File: src/rtl/sha256_message_hasher_defines.svh
// Assertion macros used by the hasher controller.
`ifndef SHA256_MESSAGE_HASHER_DEFINES_SVH
`define SHA256_MESSAGE_HASHER_DEFINES_SVH

// Check that an antecedent implies a consequent in the same cycle.
`define SHA_ASSERT_IMP(label, clk, rstn, ante, cons) \
    label: assert property (@(posedge clk) disable iff (!rstn) (ante) |-> (cons)) \
        else $error("assertion failed");

// Check that an antecedent implies a consequent in the next cycle.
`define SHA_ASSERT_NEXT(label, clk, rstn, ante, cons) \
    label: assert property (@(posedge clk) disable iff (!rstn) (ante) |=> (cons)) \
        else $error("assertion failed");

`endif

File: src/rtl/sha_pkg.sv
// Package: SHA-256 constants, command and status types.
`timescale 1ns / 1ps
`default_nettype none
package sha_pkg;

    localparam logic [31:0] ROUND_K [64] = '{
        32'h428a2f98, 32'h71374491, 32'hb5c0fbcf, 32'he9b5dba5,
        32'h3956c25b, 32'h59f111f1, 32'h923f82a4, 32'hab1c5ed5,
        32'hd807aa98, 32'h12835b01, 32'h243185be, 32'h550c7dc3,
        32'h72be5d74, 32'h80deb1fe, 32'h9bdc06a7, 32'hc19bf174,
        32'he49b69c1, 32'hefbe4786, 32'h0fc19dc6, 32'h240ca1cc,
        32'h2de92c6f, 32'h4a7484aa, 32'h5cb0a9dc, 32'h76f988da,
        32'h983e5152, 32'ha831c66d, 32'hb00327c8, 32'hbf597fc7,
        32'hc6e00bf3, 32'hd5a79147, 32'h06ca6351, 32'h14292967,
        32'h27b70a85, 32'h2e1b2138, 32'h4d2c6dfc, 32'h53380d13,
        32'h650a7354, 32'h766a0abb, 32'h81c2c92e, 32'h92722c85,
        32'ha2bfe8a1, 32'ha81a664b, 32'hc24b8b70, 32'hc76c51a3,
        32'hd192e819, 32'hd6990624, 32'hf40e3585, 32'h106aa070,
        32'h19a4c116, 32'h1e376c08, 32'h2748774c, 32'h34b0bcb5,
        32'h391c0cb3, 32'h4ed8aa4a, 32'h5b9cca4f, 32'h682e6ff3,
        32'h748f82ee, 32'h78a5636f, 32'h84c87814, 32'h8cc70208,
        32'h90befffa, 32'ha4506ceb, 32'hbef9a3f7, 32'hc67178f2
    };

    localparam logic [31:0] INIT_HASH [8] = '{
        32'h6a09e667, 32'hbb67ae85, 32'h3c6ef372, 32'ha54ff53a,
        32'h510e527f, 32'h9b05688c, 32'h1f83d9ab, 32'h5be0cd19
    };

    localparam logic [5:0] LEN_POS = 6'd56;
    localparam logic [7:0] PAD_BYTE = 8'h80;

    // Byte-write source for the block store.
    typedef enum logic [1:0] {
        SRC_DATA = 2'd0,
        SRC_PAD  = 2'd1,
        SRC_ZERO = 2'd2,
        SRC_LEN  = 2'd3
    } byte_src_t;

    // Commands from controller to datapath.
    typedef struct packed {
        logic      byte_we;
        byte_src_t byte_src;
        logic      fill_inc;
        logic      fill_clr;
        logic      len_add;
        logic      len_clr;
        logic      comp_start;
        logic      round_en;
        logic      chain_add;
        logic      chain_init;
    } sha_cmd_t;

    // Status from datapath to controller.
    typedef struct packed {
        logic [5:0] fill;
        logic [5:0] round;
    } sha_stat_t;

    function automatic logic [31:0] rotr(input logic [31:0] x, input int n);
        rotr = (x >> n) | (x << (32 - n));
    endfunction

endpackage
`default_nettype wire

File: src/rtl/sha256_message_hasher.sv
// Top level: SHA-256 byte-stream hasher.
//  channel | direction | fields
//  s_      | in        | data_byte, has_byte, end_of_message
//  m_      | out       | digest_word, word_index, last_word
// A byte item is stored in the block; a 64th byte also starts the 64-round compression.
// End of message pads one byte a cycle, pausing for each compression, and compresses once or twice,
// then presents eight words, one per cycle while m_ready is high.
// aresetn is synchronous; it restores the initial hash, length and fill count.
// m_ready low holds the current word; no input is taken until the digest is out.
`timescale 1ns / 1ps
`default_nettype none
module sha256_message_hasher (
    input  wire         aclk,
    input  wire         aresetn,
    input  wire         s_valid,
    output logic        s_ready,
    input  wire  [7:0]  s_data_byte,
    input  wire         s_has_byte,
    input  wire         s_end_of_message,
    output logic        m_valid,
    input  wire         m_ready,
    output logic [31:0] m_digest_word,
    output logic [2:0]  m_word_index,
    output logic        m_last_word
);
    import sha_pkg::*;

    sha_cmd_t  cmd;
    sha_stat_t stat;

    sha_ctrl u_ctrl (
        .aclk(aclk), .aresetn(aresetn),
        .s_valid(s_valid), .s_ready(s_ready),
        .s_has_byte(s_has_byte), .s_end_of_message(s_end_of_message),
        .m_valid(m_valid), .m_ready(m_ready),
        .m_word_index(m_word_index), .m_last_word(m_last_word),
        .stat(stat), .cmd(cmd)
    );

    sha_datapath u_dp (
        .aclk(aclk), .aresetn(aresetn),
        .cmd(cmd), .data_byte(s_data_byte),
        .out_sel(m_word_index), .stat(stat), .out_word(m_digest_word)
    );

endmodule
`default_nettype wire

File: src/rtl/sha_datapath.sv
// Datapath: message window, round logic, chaining words and length.
`timescale 1ns / 1ps
`default_nettype none
module sha_datapath (
    input  wire                 aclk,
    input  wire                 aresetn,
    input  sha_pkg::sha_cmd_t   cmd,
    input  wire  [7:0]          data_byte,
    input  wire  [2:0]          out_sel,
    output sha_pkg::sha_stat_t  stat,
    output logic [31:0]         out_word
);
    import sha_pkg::*;

    logic [31:0] w_reg [16];
    logic [31:0] v_reg [8];
    logic [31:0] h_reg [8];
    logic [63:0] len_reg;
    logic [5:0]  fill_reg;
    logic [5:0]  round_reg;

    logic [7:0]  byte_val;
    logic [2:0]  len_sel;
    logic [31:0] s0, s1, w_new, w_cur, big0, big1, ch, maj, t1, t2;

    // Select the byte that goes into the store.
    always_comb begin
        len_sel = fill_reg[2:0];
        unique case (cmd.byte_src)
            SRC_DATA: byte_val = data_byte;
            SRC_PAD:  byte_val = PAD_BYTE;
            SRC_ZERO: byte_val = 8'h00;
            SRC_LEN:  byte_val = len_reg[8 * (7 - len_sel) +: 8];
            default:  byte_val = 8'h00;
        endcase
    end

    // Schedule word and round function.
    always_comb begin
        s0 = rotr(w_reg[1], 7) ^ rotr(w_reg[1], 18) ^ (w_reg[1] >> 3);
        s1 = rotr(w_reg[14], 17) ^ rotr(w_reg[14], 19) ^ (w_reg[14] >> 10);
        w_new = w_reg[0] + s0 + w_reg[9] + s1;
        w_cur = (round_reg < 6'd16) ? w_reg[0] : w_new;
        big1 = rotr(v_reg[4], 6) ^ rotr(v_reg[4], 11) ^ rotr(v_reg[4], 25);
        ch = (v_reg[4] & v_reg[5]) ^ (~v_reg[4] & v_reg[6]);
        t1 = v_reg[7] + big1 + ch + ROUND_K[round_reg] + w_cur;
        big0 = rotr(v_reg[0], 2) ^ rotr(v_reg[0], 13) ^ rotr(v_reg[0], 22);
        maj = (v_reg[0] & v_reg[1]) ^ (v_reg[0] & v_reg[2]) ^ (v_reg[1] & v_reg[2]);
        t2 = big0 + maj;
    end

    // Gather bytes big-endian into the window; the window shifts one word each round.
    always_ff @(posedge aclk) begin
        if (cmd.byte_we) begin
            w_reg[fill_reg[5:2]][{~fill_reg[1:0], 3'b000} +: 8] <= byte_val;
        end
        if (cmd.comp_start) begin
            for (int i = 0; i < 8; i++) begin
                v_reg[i] <= h_reg[i];
            end
        end else if (cmd.round_en) begin
            for (int i = 0; i < 15; i++) begin
                w_reg[i] <= w_reg[i + 1];
            end
            w_reg[15] <= w_cur;
            v_reg[7] <= v_reg[6];
            v_reg[6] <= v_reg[5];
            v_reg[5] <= v_reg[4];
            v_reg[4] <= v_reg[3] + t1;
            v_reg[3] <= v_reg[2];
            v_reg[2] <= v_reg[1];
            v_reg[1] <= v_reg[0];
            v_reg[0] <= t1 + t2;
        end
    end

    // Control counters, length and chaining words.
    always_ff @(posedge aclk) begin
        if (!aresetn) begin
            fill_reg  <= '0;
            round_reg <= '0;
            len_reg   <= '0;
            for (int i = 0; i < 8; i++) h_reg[i] <= INIT_HASH[i];
        end else begin
            if (cmd.fill_clr) fill_reg <= '0;
            else if (cmd.fill_inc) fill_reg <= fill_reg + 6'd1;
            if (cmd.len_clr) len_reg <= '0;
            else if (cmd.len_add) len_reg <= len_reg + 64'd8;
            if (cmd.comp_start) round_reg <= '0;
            else if (cmd.round_en) round_reg <= round_reg + 6'd1;
            if (cmd.chain_init) begin
                for (int i = 0; i < 8; i++) h_reg[i] <= INIT_HASH[i];
            end else if (cmd.chain_add) begin
                for (int i = 0; i < 8; i++) h_reg[i] <= h_reg[i] + v_reg[i];
            end
        end
    end

    assign stat.fill  = fill_reg;
    assign stat.round = round_reg;
    assign out_word   = h_reg[out_sel];

endmodule
`default_nettype wire

File: src/rtl/sha_ctrl.sv
// Controller: sequences byte intake, padding, compression and digest output.
`timescale 1ns / 1ps
`default_nettype none
module sha_ctrl (
    input  wire                 aclk,
    input  wire                 aresetn,
    input  wire                 s_valid,
    output logic                s_ready,
    input  wire                 s_has_byte,
    input  wire                 s_end_of_message,
    output logic                m_valid,
    input  wire                 m_ready,
    output logic [2:0]          m_word_index,
    output logic                m_last_word,
    input  sha_pkg::sha_stat_t  stat,
    output sha_pkg::sha_cmd_t   cmd
);
    import sha_pkg::*;
    `include "sha256_message_hasher_defines.svh"

    typedef enum logic [2:0] {
        ST_IDLE, ST_ROUND, ST_ADD, ST_PAD, ST_FILL, ST_EMIT
    } state_t;

    state_t     state_reg, state_next;
    logic       fin_reg, fin_next;
    logic       two_reg, two_next;
    logic [2:0] idx_reg, idx_next;
    logic       acc;

    assign s_ready      = (state_reg == ST_IDLE);
    assign acc          = s_valid && s_ready;
    assign m_valid      = (state_reg == ST_EMIT);
    assign m_word_index = idx_reg;
    assign m_last_word  = (idx_reg == 3'd7);

    // Next state and commands.
    always_comb begin
        state_next = state_reg;
        fin_next   = fin_reg;
        two_next   = two_reg;
        idx_next   = idx_reg;
        cmd        = '0;
        cmd.byte_src = SRC_DATA;
        unique case (state_reg)
            ST_IDLE: begin
                if (acc) begin
                    fin_next = s_end_of_message;
                    if (s_has_byte) begin
                        cmd.byte_we  = 1'b1;
                        cmd.fill_inc = 1'b1;
                        cmd.len_add  = 1'b1;
                        if (stat.fill == 6'd63) begin
                            state_next = ST_ROUND;
                            two_next   = 1'b0;
                            // pad byte still owed after this block
                            if (s_end_of_message) idx_next = 3'd3;
                        end else if (s_end_of_message) begin
                            state_next = ST_PAD;
                        end
                    end else if (s_end_of_message) begin
                        state_next = ST_PAD;
                    end
                end
            end
            ST_ROUND: begin
                if (stat.round == 6'd0 && two_reg == 1'b0 && !cmd.round_en) begin
                    cmd.comp_start = 1'b1;
                    two_next = 1'b1;
                end else begin
                    cmd.round_en = 1'b1;
                    if (stat.round == 6'd63) state_next = ST_ADD;
                end
            end
            ST_ADD: begin
                cmd.chain_add = 1'b1;
                two_next = 1'b0;
                if (!fin_reg) begin
                    state_next = ST_IDLE;
                end else if (stat.fill == 6'd0 && idx_reg == 3'd1) begin
                    // finished the length block
                    state_next = ST_EMIT;
                    idx_next   = 3'd0;
                end else if (idx_reg == 3'd3) begin
                    state_next = ST_PAD;
                end else begin
                    state_next = ST_FILL;
                end
            end
            ST_PAD: begin
                cmd.byte_we  = 1'b1;
                cmd.byte_src = SRC_PAD;
                cmd.fill_inc = 1'b1;
                // pad in the last slot before the length: the length follows directly
                if (stat.fill == LEN_POS - 6'd1) idx_next = 3'd2;
                else idx_next = 3'd0;
                // pad in the final byte: compress before the length block
                if (stat.fill == 6'd63) state_next = ST_ROUND;
                else state_next = ST_FILL;
            end
            ST_FILL: begin
                cmd.byte_we  = 1'b1;
                cmd.fill_inc = 1'b1;
                if (stat.fill >= LEN_POS && idx_reg == 3'd0 && stat.fill != 6'd0) begin
                    cmd.byte_src = SRC_ZERO;
                    if (stat.fill == 6'd63) state_next = ST_ROUND;
                end else if (stat.fill >= LEN_POS) begin
                    cmd.byte_src = SRC_LEN;
                    if (stat.fill == 6'd63) begin
                        state_next = ST_ROUND;
                        idx_next   = 3'd1;
                    end
                end else begin
                    cmd.byte_src = SRC_ZERO;
                    if (stat.fill == LEN_POS - 6'd1) idx_next = 3'd2;
                end
            end
            ST_EMIT: begin
                if (m_ready) begin
                    idx_next = idx_reg + 3'd1;
                    if (idx_reg == 3'd7) begin
                        state_next     = ST_IDLE;
                        cmd.chain_init = 1'b1;
                        cmd.len_clr    = 1'b1;
                        cmd.fill_clr   = 1'b1;
                        fin_next       = 1'b0;
                    end
                end
            end
            default: state_next = ST_IDLE;
        endcase
    end

    always_ff @(posedge aclk) begin
        if (!aresetn) begin
            state_reg <= ST_IDLE;
            fin_reg   <= 1'b0;
            two_reg   <= 1'b0;
            idx_reg   <= 3'd0;
        end else begin
            state_reg <= state_next;
            fin_reg   <= fin_next;
            two_reg   <= two_next;
            idx_reg   <= idx_next;
        end
    end

    `SHA_ASSERT_IMP(a_out_idle, aclk, aresetn, m_valid, !s_ready)
    `SHA_ASSERT_NEXT(a_last_back, aclk, aresetn, m_valid && m_ready && m_last_word,
        state_reg == ST_IDLE)
    `SHA_ASSERT_IMP(a_round_busy, aclk, aresetn, state_reg == ST_ROUND, !m_valid && !s_ready)

endmodule
`default_nettype wire
File: config.mk
export PLATFORM = sky130hd
export DESIGN_NAME = sha256_message_hasher
export DESIGN_NICKNAME = d
export VERILOG_FILES = /design/src/rtl/sha_pkg.sv /design/src/rtl/sha256_message_hasher.sv /design/src/rtl/sha_datapath.sv /design/src/rtl/sha_ctrl.sv
export VERILOG_INCLUDE_DIRS = /design/src /design/src/rtl
export SDC_FILE = /design/constraint.sdc
export NUM_CORES = 2
export LEC_CHECK = 0
export BUFFER_PORTS_ARGS = -buffer_cell sky130_fd_sc_hd__buf_2
export CAP_MARGIN = 20
export CORE_MARGIN = 4
export CORE_UTILIZATION = 45
export CTS_BUF_LIST = sky130_fd_sc_hd__clkbuf_4
export DETAILED_ROUTE_END_ITERATION = 10
export PLACE_DENSITY_LB_ADDON = 0.05
export RECOVER_POWER = 25
export SLEW_MARGIN = 20
export SYNTH_ARGS = -nofsm -noshare
export SYNTH_HDL_FRONTEND = slang
export SYNTH_HIERARCHICAL = 1
export SYNTH_SLANG_ARGS = --single-unit
File: constraint.sdc
create_clock -name aclk -period 22.3 [get_ports aclk]
set_input_delay 0 -clock aclk [delete_from_list [all_inputs] [get_ports aclk]]
set_output_delay 0 -clock aclk [all_outputs]
set_load 0.02 [all_outputs]
* Word level (Yosys, flattened, before mapping)
Memory sizes are Yosys's and may differ from the RTL's. A register that Yosys moved wholly into a read port is not among the register bits.
Cells that the tools add are included.
** Storage, ports and cells
- Register bits after elaboration :: 84
- Latch bits :: 0
- RAM bits :: 1024
- ROM bits :: 2048
- Input port bits :: 14
- Output and inout port bits :: 38
- Logic and storage cells :: 247
- Memories :: 4
** Memories
- (name not given) :: depth 64, bits a word 32, rd ports 1, clocked after memory_dff 0, write ports 0, line sha_datapath.sv:46 : t1 = v_reg[7] + big1 + ch + ROUND_K[round_reg] + w_cur;
- u_dp.w_reg :: depth 16, bits a word 32, rd ports 16, clocked after memory_dff 0, write ports 16, line sha_datapath.sv:15 : logic [31:0] w_reg [16];
- u_dp.h_reg :: depth 8, bits a word 32, rd ports 9, clocked after memory_dff 1, write ports 8, line sha_datapath.sv:17 : logic [31:0] h_reg [8];
- u_dp.v_reg :: depth 8, bits a word 32, rd ports 8, clocked after memory_dff 0, write ports 8, line sha_datapath.sv:16 : logic [31:0] v_reg [8];
** Operators by class
- Add/subtract/negate cells :: 24
- $mul :: 0
- Divide/modulo/power cells :: 0
- Magnitude comparators :: 3
- Equal/unequal tests :: 29
- Shifts and indexed selects :: 3
- Muxes and demuxes :: 100
- Bitwise operators :: 55
- Reductions and logical operators :: 22
** Operators by type and width (number)
- 32-bit 2-to-1 mux :: 30
- 32-bit adder :: 18
- 32-bit bitwise XOR :: 9
- 32-bit AND :: 5
- 3-bit 2-to-1 mux :: 28
- 64-bit by 4-bit adder with 64-bit output (second input constant) :: 1
- 64-bit by 33-bit indexed part select with 8-bit output :: 1
- 32-bit inverter :: 1
- 10-bit by 32-bit OR with 32-bit output :: 1
- 13-bit by 32-bit OR with 32-bit output :: 1
- 14-bit by 32-bit OR with 32-bit output :: 1
- 15-bit by 32-bit OR with 32-bit output :: 1
- 19-bit by 32-bit OR with 32-bit output :: 1
- 21-bit by 32-bit OR with 32-bit output :: 1
- 25-bit by 32-bit OR with 32-bit output :: 1
- 26-bit by 32-bit OR with 32-bit output :: 1
- 30-bit by 32-bit OR with 32-bit output :: 1
- 7-bit by 32-bit OR with 32-bit output :: 1
- 8-bit case mux with 4 select lines :: 1
- 32-bit OR reduction :: 1
- 8-bit by 7-bit variable shift with 32-bit output (first input constant) :: 1
- 8-bit by 7-bit indexed part select with 32-bit output :: 1
- 32-bit by 22-bit bitwise XOR with 32-bit output :: 1
- 32-bit by 29-bit bitwise XOR with 32-bit output :: 1
- 42 further kinds :: 127

* Logic depth before layout (Yosys ltp)
An unclocked memory read counts as a cell.
- Depth in word-level cells :: 11
- Depth in mapped cells :: 49

* Hierarchy
The synthesis kept the hierarchy.
** By module, submodules not included
- sha_datapath :: times used 1, cells an instance 7099, area each 73242.7 µm²
- sha_ctrl :: times used 1, cells an instance 126, area each 890.9 µm²

* Worst setup path before layout
No wires, ideal clock.
- Kind :: flip-flop to flip-flop
- From :: memory u_dp.w_reg[14][20]
- To :: memory u_dp.v_reg[0][29] (data pin)
- Library setup time :: 0.256 ns
- Data arrival time :: 9.544 ns
- Path slack :: 12.500 ns
- Stages on the path, launching flop included :: 48
- Clock period less this slack :: 9.800 ns
- Cells stage by stage :: edfxtp_1 xnor2_1 xnor2_1 fa_1 inv_1 fa_1 inv_1 ha_1 inv_1 fa_1 nor2b_4 o2111a_1 nor3_1 o21bai_1 inv_1 o21ai_0 a21oi_1 o21bai_1 [12 not listed] o21ai_2 nor2b_1 o21a_1 o21a_1 nor2_1 fa_1 ha_1 or3_1 o21ai_0 a21oi_1 a22o_1 o41a_1 a41o_1 o21ai_1 nand2b_1 a21oi_1 xor2_1 o21ai_1
** RTL lines (line)
- from (decl) :: sha_datapath.sv:15
- to (decl) :: sha_datapath.sv:16

==> metrics.yaml <==
drc: 0
clock.fmax_mhz: 83.1
setup_tns_ns: 0
timing.rr.start: "u_dp/round_reg[3]"
dieArea_um2: 171000
yosysWarnings: 6
utilization: 0.497
grt_max_degree: 145
async_flop_share: 0
cpMaxStageDelayCell: "clkbuf_1"
via_count: 57300
yosys-top-cells-area: "edfxtp_1 (40%), ha_1 (7.1%), a21o_1 (6.8%), fa_1 (5.3%), nand2_1 (5.1%)"
crit_end: "u_dp/v_reg[0][28]"
synth_top_cell_area_share: 0.402
grt_pass1_vias: 54600
ant_nets: 0
cp-start-kind: "register"
wl_per_cell_um: 25.3
firstDrtPassIters: 6
postCtsSetupBuffers: 0
worst-setup-path-type: "reg -> reg"
cp-end-kind: "register"
ctsResizeCount: 0
grtUsageTotal: 0.289
antenna_found_initial: 8
seq_area_frac_synth: 0.432
worstMarginPinSlew_ns: 3.82
crit_fanout: 75
post-route-period-util: 0.540
path_depth: 37
syn_inst: 7225
synth_cell_types: 109
synthTopCellsByCount: "nand2_1 (1004), edfxtp_1 (992), a21o_1 (672), nor2_1 (447), ha_1 (419)"
numCtsBuffers: 338
worst-path-buf-inv: 6
ys.flop_type: "edfxtp_1"
via_per_inst: 5.83
routed_wl_um: 249000
die_h_um: 414
gp_congestion: 0.937
status: "complete, but fails checks"
grt_pass1_wl_um: 367000
critPathLaunch: "u_dp/round_reg[3]"
clock_path_buffers: 4
synth_fp_nets: 7855
ys_ff_latch: 1105
synth_most_common_cell: "nand2_1"
drv_cap: 11
io_pins: 52
synth_edf_count: 992
grt_remaining_overflow: 0
hold_viol: 0
dpl.hpwl_um: 183000
die_x_um: 414
synth_top_cell_by_area: "edfxtp_1"
netlist_area_um2: 74100
num_rows: 148
min-delay-start: "s_data_byte[6]"
cts_tree: "built"
io_buffers: 51
htree_num_levels: 5
violations: "capacitance limit, slew limit"
clk_pin_slew_worst_paths_ns: 0.06
cp_data_required_time_ns: 23.34
clkLatencyLatePin_ns: 1.37
drive_gt1_frac: 0.117
min_period_ns: 12.03
cts.sink_count: 1105
setup_viol: 0
arrival_ns: 13.07
drt_iter0_markers: 5800
fin_nets: 8062
cpLargestDelayFamily: "compound AO/OA/AOI/OAI gates"
r2r_slack_ns: 10.27
r2r_cells: 37
synthToLayoutAreaGrowth_pct: 9.47
root_buffer: "clkbuf_4"
cp_slowest_stage_delay_ns: 2.49
skew_ns: 0.142
r2r_end: "u_dp/v_reg[0][28]"
syn_area_per_cell_um2: 10.3
drv_slew: 491
largest_register_ffs: 512
hold_class: "in -> reg"
start_util: 0.454
slew_headroom: -1.55
coreArea_um2: 163000
rsz0062_at_grt: "no"
n_fill_cell: 15400
-- cells in the final DEF, fill, tap and decap left out, drive strengths merged, types with 22 or more instances in the layout --
cell | Yosys | layout
xnor2 | 403 | 403
o31ai | 32 | 32
a21boi | 22 | 22
buf | 43 | 165
dlygate4sd3 | 0 | 31
nor3 | 99 | 99
o21bai | 40 | 40
clkinv | 2 | 62
ha | 419 | 419
nor2b | 80 | 80
nand2 | 1004 | 1004
o21a | 72 | 72
xor2 | 213 | 213
nand4 | 39 | 39
or3 | 41 | 41
dfxtp | 113 | 113
clkbuf | 331 | 539
a21oi | 349 | 349
a31oi | 51 | 51
fa | 197 | 197
mux2 | 70 | 70
inv | 383 | 382
mux2i | 32 | 32
edfxtp | 992 | 992
nor2 | 448 | 448
and3 | 45 | 45
a211oi | 67 | 67
a21o | 674 | 674
nand3 | 102 | 102
o211ai | 29 | 29
nand2b | 63 | 63
mux4 | 72 | 72
o21ai | 428 | 428
-- layout make-up --
cell class,instances,area (um2),area share
Tap cell,2175,2720,0.0335
Clock inverter,66,383,0.00472
Sequential cell,1105,32100,0.395
Timing Repair Buffer,241,1610,0.0198
Clock buffer,494,3710,0.0457
Multi-Input combinational cell,5361,39200,0.483
Inverter,385,1450,0.0178
Antenna cell,12,30.0,0.000370
-- metrics by stage --
stage	instances	worst slack, ns	hold WS, ns	cell area (um2)
floorplan	7225	12.50	0.148	74100
global placement	9232	11.05	0.408	76900
detailed placement	9234	10.95	0.413	76900
CTS	9825	10.91	0.0202	81300
global route	9837	9.71	0.113	81200
finish	9839	10.27	0.197	81200
-- per-layer routing --
metal / vias to the layer above / share of wire / track usage
met5: - / 0.000056 / 0
met3: 339 / 0.081 / 0.0565
met2: 2291 / 0.42 / 0.414
li1: 26400 / - / -
met4: 2 / 0.024 / 0.0766
met1: 28300 / 0.48 / 0.443
-- tightest hold or removal path, delay by kind of cell --
kind	cells	cell delay, ns
buffers and inverters	4	1.11
AOI/OAI and AO/OA	2	0.17
and+or+nand+nor	1	0.12
-- what timing repair did --
item,CTS,global route
endpoints found under the setup margin,0,0
hold endpoints to repair,784,0
hold buffers,31,0
-- how the worst min path moves through the flow --
| stage | cells past startpoint | endpoint |
|---|---|---|
| finish | 7 | u_dp/w_reg[4][22] |
| global placement | 3 | u_ctrl/m_word_index[0] |
| global route | 6 | u_dp/w_reg[0][30] |
| floorplan | 2 | u_ctrl/m_word_index[0] |
| CTS | 7 | u_dp/w_reg[4][22] |
| detailed placement | 3 | u_ctrl/m_word_index[0] |
-- kinds of logic (layout without fill, tap and decap cells) --
family          Yosys count  in the layout  synth area share
compound gates         1919           1919             0.173
xor+xnor                616            616            0.0729
fa+ha+maj               636            636             0.127
buf+inv                 759           1186            0.0391
flops                  1105           1105             0.432
mux                     174            174            0.0368
other cells               0             12                 0
simple gates           2016           2016             0.120
Power is left out: the tool's default activity adds up to more than one toggle a clock period on the data nets, which glitch-free logic cannot reach.
